===== src/rtl/fpp_pkg.sv =====
`timescale 1ns / 1ps

package fpp_pkg;

   localparam int NUM_BOARDS = 12;

   localparam logic [3:0] STATUS_INDEX = 4'd12;
   localparam logic [3:0] NO_SLOT      = 4'd12;
   localparam logic [3:0] RANK_USED_UP = 4'd15;
   localparam logic [3:0] FILE_MAX     = 4'd15;
   localparam logic [6:0] NO_EP_SQUARE = 7'd64;

   localparam logic [7:0] CH_SPACE = 8'h20;
   localparam logic [7:0] CH_SLASH = 8'h2F;
   localparam logic [7:0] CH_PLUS  = 8'h2B;
   localparam logic [7:0] CH_MINUS = 8'h2D;
   localparam logic [7:0] CH_ZERO  = 8'h30;
   localparam logic [7:0] CH_ONE   = 8'h31;
   localparam logic [7:0] CH_EIGHT = 8'h38;
   localparam logic [7:0] CH_NINE  = 8'h39;
   localparam logic [7:0] CH_A     = 8'h61;
   localparam logic [7:0] CH_H     = 8'h68;
   localparam logic [7:0] CH_W     = 8'h77;

   localparam logic [7:0] CH_WP = 8'h50;
   localparam logic [7:0] CH_WN = 8'h4E;
   localparam logic [7:0] CH_WB = 8'h42;
   localparam logic [7:0] CH_WR = 8'h52;
   localparam logic [7:0] CH_WQ = 8'h51;
   localparam logic [7:0] CH_WK = 8'h4B;
   localparam logic [7:0] CH_BP = 8'h70;
   localparam logic [7:0] CH_BN = 8'h6E;
   localparam logic [7:0] CH_BB = 8'h62;
   localparam logic [7:0] CH_BR = 8'h72;
   localparam logic [7:0] CH_BQ = 8'h71;
   localparam logic [7:0] CH_BK = 8'h6B;

   typedef struct packed {
      logic [NUM_BOARDS-1:0][63:0] boards;
      logic [63:0]                 status;
      logic                        bad;
   } snap_type;

endpackage


===== src/rtl/fpp_parse.sv =====
`timescale 1ns / 1ps

module fpp_parse (
   input  logic               clock,
   input  logic               reset,
   input  logic               step,
   input  logic               clear,
   input  logic [7:0]         char_in,
   output fpp_pkg::snap_type  snap
);

   localparam logic [2:0] PH_PLACE = 3'd0;
   localparam logic [2:0] PH_SIDE1 = 3'd1;
   localparam logic [2:0] PH_SIDE2 = 3'd2;
   localparam logic [2:0] PH_CAST  = 3'd3;
   localparam logic [2:0] PH_EP    = 3'd4;
   localparam logic [2:0] PH_HALF  = 3'd5;
   localparam logic [2:0] PH_FULL  = 3'd6;
   localparam logic [2:0] PH_DONE  = 3'd7;

   localparam logic [3:0] HOLD_SKIP = 4'd9;
   localparam logic [3:0] NUM_START = 4'd0;
   localparam logic [3:0] NUM_DIGIT = 4'd1;
   localparam logic [3:0] NUM_STOP  = 4'd2;

   function automatic logic [3:0] piece_slot(input logic [7:0] c);
      logic [3:0] s;
      case (c)
         fpp_pkg::CH_WP: s = 4'd0;
         fpp_pkg::CH_WN: s = 4'd1;
         fpp_pkg::CH_WB: s = 4'd2;
         fpp_pkg::CH_WR: s = 4'd3;
         fpp_pkg::CH_WQ: s = 4'd4;
         fpp_pkg::CH_WK: s = 4'd5;
         fpp_pkg::CH_BP: s = 4'd6;
         fpp_pkg::CH_BN: s = 4'd7;
         fpp_pkg::CH_BB: s = 4'd8;
         fpp_pkg::CH_BR: s = 4'd9;
         fpp_pkg::CH_BQ: s = 4'd10;
         fpp_pkg::CH_BK: s = 4'd11;
         default:        s = fpp_pkg::NO_SLOT;
      endcase
      return s;
   endfunction

   function automatic logic [3:0] sat_add(input logic [3:0] f, input logic [3:0] by);
      logic [4:0] s;
      s = {1'b0, f} + {1'b0, by};
      return s[4] ? fpp_pkg::FILE_MAX : s[3:0];
   endfunction

   logic [fpp_pkg::NUM_BOARDS-1:0][63:0] boards_ff, boards_in;
   logic [2:0]  phase_ff, phase_in;
   logic [3:0]  rank_ff, rank_in;
   logic [3:0]  file_ff, file_in;
   logic [5:0]  wk_ff, wk_in;
   logic [5:0]  bk_ff, bk_in;
   logic        side_ff, side_in;
   logic [3:0]  castle_ff, castle_in;
   logic [6:0]  ep_ff, ep_in;
   logic [3:0]  hold_ff, hold_in;
   logic [15:0] half_ff, half_in;
   logic [15:0] full_ff, full_in;
   logic        neg_ff, neg_in;
   logic        bad_ff, bad_in;

   logic [3:0]  slot;
   logic [5:0]  sq;
   logic [2:0]  ep_row;
   logic [2:0]  ep_col;
   logic [15:0] count;
   logic [15:0] mul10;
   logic [15:0] digit;
   logic [15:0] count_new;
   logic        is_digit;

   assign slot     = piece_slot(char_in);
   assign sq       = {rank_ff[2:0], file_ff[2:0]};
   assign ep_row   = char_in[2:0] - 3'd1;
   assign ep_col   = hold_ff[2:0] - 3'd1;
   assign count    = (phase_ff == PH_HALF) ? half_ff : full_ff;
   assign mul10    = {count[12:0], 3'b000} + {count[14:0], 1'b0};
   assign digit    = {12'd0, char_in[3:0]};
   assign count_new = neg_ff ? (mul10 - digit) : (mul10 + digit);
   assign is_digit = (char_in >= fpp_pkg::CH_ZERO) && (char_in <= fpp_pkg::CH_NINE);

   always_comb begin
      boards_in = boards_ff;
      phase_in  = phase_ff;
      rank_in   = rank_ff;
      file_in   = file_ff;
      wk_in     = wk_ff;
      bk_in     = bk_ff;
      side_in   = side_ff;
      castle_in = castle_ff;
      ep_in     = ep_ff;
      hold_in   = hold_ff;
      half_in   = half_ff;
      full_in   = full_ff;
      neg_in    = neg_ff;
      bad_in    = bad_ff;
      if (step) begin
         case (phase_ff)
            PH_PLACE: begin
               if (char_in == fpp_pkg::CH_SPACE) begin
                  phase_in = PH_SIDE1;
               end else if (rank_ff <= 4'd7) begin
                  if (char_in == fpp_pkg::CH_SLASH) begin
                     rank_in = (rank_ff == 4'd0) ? fpp_pkg::RANK_USED_UP : rank_ff - 4'd1;
                     file_in = 4'd0;
                  end else if (char_in inside {[fpp_pkg::CH_ONE:fpp_pkg::CH_EIGHT]}) begin
                     file_in = sat_add(file_ff, char_in[3:0]);
                  end else begin
                     if (slot == fpp_pkg::NO_SLOT) begin
                        bad_in = 1'b1;
                     end else if (file_ff <= 4'd7) begin
                        boards_in[slot] = boards_ff[slot] | (64'd1 << sq);
                        if (slot == 4'd5) begin
                           wk_in = sq;
                        end
                        if (slot == 4'd11) begin
                           bk_in = sq;
                        end
                     end
                     file_in = sat_add(file_ff, 4'd1);
                  end
               end
            end
            PH_SIDE1: begin
               side_in  = (char_in != fpp_pkg::CH_W);
               phase_in = (char_in == fpp_pkg::CH_SPACE) ? PH_CAST : PH_SIDE2;
            end
            PH_SIDE2: begin
               if (char_in == fpp_pkg::CH_SPACE) begin
                  phase_in = PH_CAST;
               end
            end
            PH_CAST: begin
               case (char_in)
                  fpp_pkg::CH_SPACE: begin
                     phase_in = PH_EP;
                     hold_in  = 4'd0;
                  end
                  fpp_pkg::CH_WK: castle_in = castle_ff | 4'b0001;
                  fpp_pkg::CH_WQ: castle_in = castle_ff | 4'b0010;
                  fpp_pkg::CH_BK: castle_in = castle_ff | 4'b0100;
                  fpp_pkg::CH_BQ: castle_in = castle_ff | 4'b1000;
                  default: ;
               endcase
            end
            PH_EP: begin
               if (char_in == fpp_pkg::CH_SPACE) begin
                  phase_in = PH_HALF;
                  hold_in  = NUM_START;
                  neg_in   = 1'b0;
               end else if (hold_ff == 4'd0) begin
                  hold_in = (char_in inside {[fpp_pkg::CH_A:fpp_pkg::CH_H]}) ?
                            char_in[3:0] : HOLD_SKIP;
               end else if (hold_ff <= 4'd8) begin
                  if (char_in inside {[fpp_pkg::CH_ONE:fpp_pkg::CH_EIGHT]}) begin
                     ep_in = {1'b0, ep_row, ep_col};
                  end
                  hold_in = HOLD_SKIP;
               end
            end
            PH_HALF, PH_FULL: begin
               if (char_in == fpp_pkg::CH_SPACE) begin
                  phase_in = phase_ff + 3'd1;
                  hold_in  = NUM_START;
                  neg_in   = 1'b0;
               end else if (hold_ff == NUM_START &&
                            (char_in == fpp_pkg::CH_MINUS || char_in == fpp_pkg::CH_PLUS)) begin
                  neg_in  = (char_in == fpp_pkg::CH_MINUS);
                  hold_in = NUM_DIGIT;
               end else if (hold_ff < NUM_STOP && is_digit) begin
                  if (phase_ff == PH_HALF) begin
                     half_in = count_new;
                  end else begin
                     full_in = count_new;
                  end
                  hold_in = NUM_DIGIT;
               end else begin
                  hold_in = NUM_STOP;
               end
            end
            PH_DONE: ;
            default: ;
         endcase
      end
   end

   always_ff @(posedge clock) begin
      if (reset || clear) begin
         boards_ff <= '0;
         phase_ff  <= PH_PLACE;
         rank_ff   <= 4'd7;
         file_ff   <= 4'd0;
         wk_ff     <= 6'd0;
         bk_ff     <= 6'd0;
         side_ff   <= 1'b0;
         castle_ff <= 4'd0;
         ep_ff     <= fpp_pkg::NO_EP_SQUARE;
         hold_ff   <= 4'd0;
         half_ff   <= 16'd0;
         full_ff   <= 16'd0;
         neg_ff    <= 1'b0;
         bad_ff    <= 1'b0;
      end else begin
         boards_ff <= boards_in;
         phase_ff  <= phase_in;
         rank_ff   <= rank_in;
         file_ff   <= file_in;
         wk_ff     <= wk_in;
         bk_ff     <= bk_in;
         side_ff   <= side_in;
         castle_ff <= castle_in;
         ep_ff     <= ep_in;
         hold_ff   <= hold_in;
         half_ff   <= half_in;
         full_ff   <= full_in;
         neg_ff    <= neg_in;
         bad_ff    <= bad_in;
      end
   end

   assign snap.boards = boards_in;
   assign snap.status = {8'd0, full_in, half_in, bk_in, wk_in, ep_in, castle_in,
                         side_in | (phase_in == PH_SIDE1)};
   assign snap.bad    = bad_in;

endmodule


===== src/rtl/fen_position_parser.sv =====
`timescale 1ns / 1ps

// FEN text parser: one byte per transaction on req_, one per clock at full rate; every byte
// updates the position in the same cycle it is taken. The byte marked by req_tlast closes
// the string: the finished position is copied into an output buffer and the parser clears
// for the next string right away, so the next byte may follow in the next cycle. The buffer
// then sends thirteen rsp_ transactions, one per cycle while rsp_tready is high: boards
// 0-11 (white PNBRQK, black pnbrqk, bit = rank*8+file) and the status word 12, which alone
// carries rsp_tlast. Bytes of the next string are taken while that burst drains; if its
// final byte arrives before the burst has finished, req_tready drops after that byte until
// the last word of the burst is taken. Sustained rate: one byte per cycle, with strings of
// at least thirteen bytes never stalled by a consumer that is always ready.
module fen_position_parser (
   input  logic        clock,
   input  logic        reset,
   input  logic        req_tvalid,
   output logic        req_tready,
   input  logic [7:0]  req_tdata,   // [7:0] char_in
   input  logic        req_tlast,   // last_char
   output logic        rsp_tvalid,
   input  logic        rsp_tready,
   output logic [71:0] rsp_tdata,   // [63:0] word_value, [64] bad_char_seen, [71:65] zero
   output logic [3:0]  rsp_tuser,   // [3:0] word_index
   output logic        rsp_tlast    // last_word
);

   fpp_pkg::snap_type snap;

   logic [fpp_pkg::NUM_BOARDS-1:0][63:0] boards_ff;
   logic [63:0] status_ff;
   logic        bad_ff;
   logic        busy_ff, busy_in;
   logic        pend_ff, pend_in;
   logic [3:0]  idx_ff, idx_in;

   logic        req_fire;
   logic        rsp_fire;
   logic        last_out;
   logic        slot_free;
   logic        load;
   logic [63:0] word_value;

   assign req_tready = !pend_ff;
   assign req_fire   = req_tvalid && req_tready;
   assign rsp_fire   = busy_ff && rsp_tready;
   assign last_out   = (idx_ff == fpp_pkg::STATUS_INDEX);
   assign slot_free  = !busy_ff || (rsp_fire && last_out);
   assign load       = slot_free && ((req_fire && req_tlast) || pend_ff);

   fpp_parse u_parse (
      .clock   (clock),
      .reset   (reset),
      .step    (req_fire),
      .clear   (load),
      .char_in (req_tdata),
      .snap    (snap)
   );

   always_comb begin
      busy_in = busy_ff;
      idx_in  = idx_ff;
      pend_in = pend_ff;
      if (load) begin
         busy_in = 1'b1;
         idx_in  = 4'd0;
         pend_in = 1'b0;
      end else begin
         if (rsp_fire) begin
            idx_in = idx_ff + 4'd1;
            if (last_out) begin
               busy_in = 1'b0;
               idx_in  = 4'd0;
            end
         end
         if (req_fire && req_tlast) begin
            pend_in = 1'b1;
         end
      end
   end

   always_ff @(posedge clock) begin
      if (reset) begin
         busy_ff <= 1'b0;
         pend_ff <= 1'b0;
         idx_ff  <= 4'd0;
      end else begin
         busy_ff <= busy_in;
         pend_ff <= pend_in;
         idx_ff  <= idx_in;
      end
   end

   always_ff @(posedge clock) begin
      if (load) begin
         boards_ff <= snap.boards;
         status_ff <= snap.status;
         bad_ff    <= snap.bad;
      end
   end

   assign word_value = (idx_ff < fpp_pkg::STATUS_INDEX) ? boards_ff[idx_ff] : status_ff;

   assign rsp_tvalid = busy_ff;
   assign rsp_tdata  = {7'd0, bad_ff, word_value};
   assign rsp_tuser  = idx_ff;
   assign rsp_tlast  = last_out;

   a_pend_busy: assert property (@(posedge clock) disable iff (reset)
      pend_ff |-> busy_ff)
      else $error("finished string pending while output buffer idle");

   a_idx_range: assert property (@(posedge clock) disable iff (reset)
      idx_ff <= fpp_pkg::STATUS_INDEX)
      else $error("word index out of range");

   a_load_start: assert property (@(posedge clock) disable iff (reset)
      load |=> busy_ff && idx_ff == 4'd0)
      else $error("burst did not start at word 0");

   a_burst_end: assert property (@(posedge clock) disable iff (reset)
      rsp_fire && last_out && !load |=> !busy_ff)
      else $error("burst did not end after status word");

   a_no_load_busy: assert property (@(posedge clock) disable iff (reset)
      busy_ff && !(rsp_fire && last_out) |-> !load)
      else $error("buffer overwritten mid-burst");

endmodule

===== config.mk =====
export PLATFORM = sky130hd
export DESIGN_NAME = fen_position_parser
export DESIGN_NICKNAME = d
export VERILOG_FILES = /design/src/rtl/fpp_pkg.sv /design/src/rtl/fpp_parse.sv /design/src/rtl/fen_position_parser.sv
export SDC_FILE = /design/constraint.sdc
export NUM_CORES = 2
export LEC_CHECK = 0
export BUFFER_PORTS_ARGS = -buffer_cell sky130_fd_sc_hd__buf_2
export CORE_MARGIN = 10
export CORE_UTILIZATION = 55
export DETAILED_ROUTE_END_ITERATION = 16
export PLACE_DENSITY = 0.8
export SETUP_SLACK_MARGIN = 0.4
export SLEW_MARGIN = 20
export SYNTH_ARGS = -nofsm -noshare
export SYNTH_HDL_FRONTEND = slang
export SYNTH_SLANG_ARGS = --single-unit

===== constraint.sdc =====
create_clock -name clock -period 68.1 [get_ports clock]
set_input_delay 6.81 -clock clock [delete_from_list [all_inputs] [get_ports clock]]
set_output_delay 6.81 -clock clock [all_outputs]
set_load 0.05 [all_outputs]

Yosys cells after proc, flatten, opt, wreduce, memory -nomap -nowiden
Index checks and enable logic that the tools add are counted.
Word-level totals
  logic and storage cells: 230
  output and inout bits: 79
  register bits: 1672
  bits of input ports: 13
Operators by class
  bitwise gates (word level): 3
  shift-type cells: 1
  equality and inequality tests: 32
  muxes and demuxes: 97
  reduce and logical (&&, ||, !) cells: 31
  $add $sub $neg: 10
  $lt $le $gt $ge: 14
Operators with widths (number)
  2-to-1 mux 768 bit: 8
  bitwise mux 768 bit: 1
  binary-select mux 64 bit (select 4 bit): 2
  demux 64 bit (select 4 bit): 1
  2-to-1 mux 64 bit: 4
  2-to-1 mux 16 bit: 13
  2-to-1 mux 6 bit: 18
  equality test 8 x 7 -> 1 bit, second input constant: 12
  bitwise OR 64 bit: 1
  << shifter 1 x 6 -> 64 bit, first input constant: 1
  2-to-1 mux 4 bit: 15
  case mux 4 bit (12 select lines): 1
  2-to-1 mux 7 bit: 6
  equality test 8 x 6 -> 1 bit, second input constant: 4
  2-to-1 mux 3 bit: 6
  case mux 3 bit (6 select lines): 1
  adder 16 bit: 1
  adder 16 x 4 -> 16 bit: 1
  greater-or-equal comparator 8 x 6 -> 1 bit, second input constant: 2
  <= comparator 8 x 6 -> 1 bit, second input constant: 2
  2-to-1 mux 1 bit: 16
  case mux 4 bit (4 select lines): 1
  subtractor 16 x 4 -> 16 bit: 1
  2-to-1 mux 15 bit: 1
  other kinds (39): 69

Depth between registers and ports, before layout
  depth after elaboration: 15
  mapped depth: 20
  depth with buffers taken out: 17

Cells and area by module
A second synthesis with hierarchy kept.
Unflattened totals
  cell total of the unflattened synthesis: 7308
  area, all modules: 73056.3 um2
Modules (own cells, without submodules)
  fpp_parse: seq. area each 16836.1 um2, instances 1, area an instance 40865.4 um2, cells each 5695
  fen_position_parser: seq. area each 25134.1 um2, instances 1, area an instance 32190.9 um2, cells each 1613

Worst setup path after synthesis
No wires, ideal clock.
  path type: input to register
  start: input req_tlast
  end: register idx_ff[0], in the netlist rsp_tuser[0]
  data required time: 67972 ps
  setup slack: 17048 ps
  arrival time: 50924 ps
  stages on the path: 8
  setup time: 128 ps
  buffers on the path: 4
  cells stage by stage: a21oi_1 a21oi_1 or2_2 clkbuf_1 clkbuf_1 clkbuf_1 clkbuf_1 nor2_1
Between the ends
  longest elaborated chain between the ends: 4
Ends and longest elaborated chain
  start, declared: line fen_position_parser.sv:19  | input logic req_tlast,
  logical AND 1 bit: line fen_position_parser.sv:48  | assign load = slot_free && ((req_fire && req_tlast) || pend_ff);
  logical OR 1 bit: line fen_position_parser.sv:48
  logical AND 1 bit: line fen_position_parser.sv:48
  OR reduction 2 bit (no line)
  end signal, assigned: line fen_position_parser.sv:89  | idx_ff <= idx_in;
  end, declared: line fen_position_parser.sv:34  | logic [3:0] idx_ff, idx_in;
No other way between the ends.
A chain may end at the register's enable or synchronous reset.

Worst setup path in the final report
  start: input rsp_tready
  end: register u_parse.boards_ff[677] (netlist name)
Between the ends
  longest elaborated chain between the ends: 5
Ends and longest elaborated chain
  start, declared: line fen_position_parser.sv:21  | input logic rsp_tready,
  logical AND 1 bit: line fen_position_parser.sv:45  | assign rsp_fire = busy_ff && rsp_tready;
  logical AND 1 bit: line fen_position_parser.sv:47  | assign slot_free = !busy_ff || (rsp_fire && last_out);
  logical OR 1 bit: line fen_position_parser.sv:47
  logical AND 1 bit: line fen_position_parser.sv:48
  logical OR 1 bit: line fpp_parse.sv:193  | if (reset || clear) begin
  end signal, assigned: line fpp_parse.sv:209  | boards_ff <= boards_in;
  end, declared: line fpp_parse.sv:52  | logic [fpp_pkg::NUM_BOARDS-1:0][63:0] boards_ff, boards_in;
No other way between the ends.

==> flow_metrics.tcl <==
set metrics [dict create \
    status "finished clean" \
    ys.flop_type "dfxtp_1" \
    cts_made_buffers 163 \
    vdd_drop_max_mv 0.0226 \
    drive_above_1_share 0.155 \
    cap_violations 0 \
    synthCells 6083 \
    cts_resized 0 \
    dp.cells 7307 \
    avgSynthCellArea_um2 11.9 \
    pre_cts_slack_ns 55.42 \
    utilization 0.600 \
    worst_slew_pin_slew_ns 1.21 \
    grt_pass1_vias 50239 \
    ant_nets 0 \
    cts.path.max_buffers 3 \
    worst_path_max_delay_cell "buf_4" \
    coreArea_um2 131000 \
    drcViolationCount 0 \
    grt_pass1_wl_um 289000 \
    cts_hold_buf 0 \
    ios 92 \
    fp.dieW_um 383 \
    holdWs_ns 0.479 \
    period_needed_ns 12.05 \
    area.growth.synth_to_final_pct 8.47 \
    r2r_slack_ns 60.93 \
    synth.cell_area_um2 72600 \
    fin_skew_ns 0.0208 \
    die_h_um 383 \
    rows 133 \
    power.density_nw_per_um2 26.9 \
    end_kind "register" \
    clkLatencyLatePin_ns 0.80 \
    cp-start-kind "input port" \
    setup_ws_ns 56.05 \
    ys_seq_elements 1672 \
    power.leakage_nw 25.6 \
    gr-total-overflow 0 \
    slew_viol_final 0 \
    cts_max_level 4 \
    gp_congestion 0.917 \
    p_total_mw 2.12 \
    crit_chain "buf_2 -> nand2_1 -> a21oi_4 -> buf_4 -> or2_4 -> buf_4 -> buf_4 -> buf_4 -> buf_4 -> a211oi_1" \
    fin_cells 7622 \
    nNetsFinal 5778 \
    yosys_warnings 0 \
    post_cts_buffers 0 \
    worstPathArrival_ns 12.67 \
    synth_seq_area_share 0.574 \
    dr.pass1.iters 6 \
    fin_crit_sh 0.177 \
    vias_per_cell 6.65 \
    dp_hpwl_um 103000 \
    dpl-instance-area_um2 73400 \
    rsz0062_at_grt "false" \
    crit_top_cell "buf_4" \
    grt_max_degree 193 \
    async_flop_share 0 \
    clk_pin_slew_ns 0.06 \
    start_util 0.553 \
    vias 50724 \
    synth_edf_count 825 \
    cts_sinks 1672 \
    slew_headroom 0.188 \
    finalHoldViolCount 0 \
    slowest_delay_ns 0.94 \
    synth_cell_types 76 \
    cp_top_family "buffers and inverters" \
    wl_per_cell_um 24.6 \
    cts_tree "done" \
    design_area_um2 78800 \
    grt_use_total 0.249 \
    path_buf_inv 6 \
    antenna_found_initial 16 \
    first_iter_violations 6843 \
    path_class "in2reg" \
    hold_path_class "reg2reg" \
    setup_viol 0 \
    fmaxAchievable_ghz 0.0830 \
    die_area_um2 147000 \
    critPathMaxFanout 100 \
    cp.required_ns 68.72 \
    finalSetupTns_ns 0 \
    cts_root_buffer "clkbuf_16" \
    port_buffers 84 \
    routed_wirelength_um 187000 \
]
## final timing paths
path	cells after the start	startpoint	endpoint
max	10	rsp_tready	u_parse.boards_ff[677]
min	2	u_parse.full_ff[14]	u_parse.full_ff[14]
max reg2reg	10	rsp_tuser[3]	u_parse.boards_ff[677]
min reg2reg	2	u_parse.full_ff[14]	u_parse.full_ff[14]
## layout by cell type (no fill, tap or decap), drive strengths merged, types with 11 or more instances in the layout
| cell type | count |
|---|---|
| clkbuf | 245 |
| edfxtp | 825 |
| mux4 | 439 |
| and2 | 52 |
| and3 | 74 |
| ha | 42 |
| inv | 47 |
| a22oi | 70 |
| o21ai | 36 |
| mux2 | 17 |
| xor2 | 13 |
| clkinv | 38 |
| nor3 | 19 |
| buf | 170 |
| nor2b | 12 |
| a21oi | 831 |
| o22ai | 11 |
| mux2i | 16 |
| a211oi | 772 |
| xnor2 | 24 |
| nand2 | 266 |
| nand2b | 11 |
| dfxtp | 847 |
| nor2 | 842 |
| nand3 | 27 |
## synth_stat cells, types with 18 or more instances
library cell / instances / area (µm²)
a21oi_1: 831 / 4160
and3_1: 74 / 463
nor2_1: 842 / 3160
buf_1: 62 / 233
ha_1: 42 / 526
a22oi_1: 70 / 526
nand2_1: 265 / 995
nand3_1: 27 / 135
inv_1: 36 / 135
edfxtp_1: 825 / 24800
a211oi_1: 771 / 5790
dfxtp_1: 847 / 17000
xnor2_1: 24 / 210
clkbuf_1: 562 / 2110
mux4_2: 439 / 9890
o21ai_0: 35 / 175
nor3_1: 18 / 90.1
and2_1: 52 / 325
buf_2: 68 / 340
## tightest hold or removal path, stage by stage, from the launching register on
cell	delay, ns
dfxtp_1	0.31
nand2_1	0.07
a21oi_1	0.06
## routing by layer
layer / vias up / GRT usage / wire (µm)
met5: - / 0 / 93
met2: 2783 / 0.399 / 88800
li1: 22383 / - / -
met4: 16 / 0.0982 / 6660
met3: 461 / 0.0577 / 20500
met1: 25081 / 0.328 / 71300
## state kept, by name, summed over array words and instances, names as in the netlist, 6 cells and up
register and flops:
boards_ff 768, u_parse.boards_ff 768, status_ff 56, u_parse.full_ff 16
u_parse.half_ff 16, u_parse.ep_ff 7, u_parse.bk_ff 6, u_parse.wk_ff 6
## area by class of cell
class,count,area (µm²)
fill,9766,52500
sequential,1672,41700
multi-input combinational,3676,28200
clock buffer,245,4650
tap,1755,2200
timing repair buffer,170,1190
clock inverter,61,697
inverter,36,135
antenna,7,17.5
## power breakdown
| part | total [mW] | internal (mW) | switching [mW] |
|---|---|---|---|
| Sequential | 1.10 | 1.09 | 0.0105 |
| Clock | 0.903 | 0.514 | 0.389 |
| Combinational | 0.111 | 0.0330 | 0.0781 |
## kinds of logic (layout without fill, tap and decap cells)
group,after synthesis,count (layout),share of synthesized area
AOI/OAI and AO/OA,1768,1768,0.153
xor gates and xnor gates,37,37,0.00446
adders and majority gates,46,46,0.00834
buffers and inverters,741,512,0.0404
DFF,1672,1672,0.574
muxes,472,472,0.141
other,1,14,0.0000516
and+or+nand+nor,1346,1346,0.0780
Power figures use the tool's default switching activity.
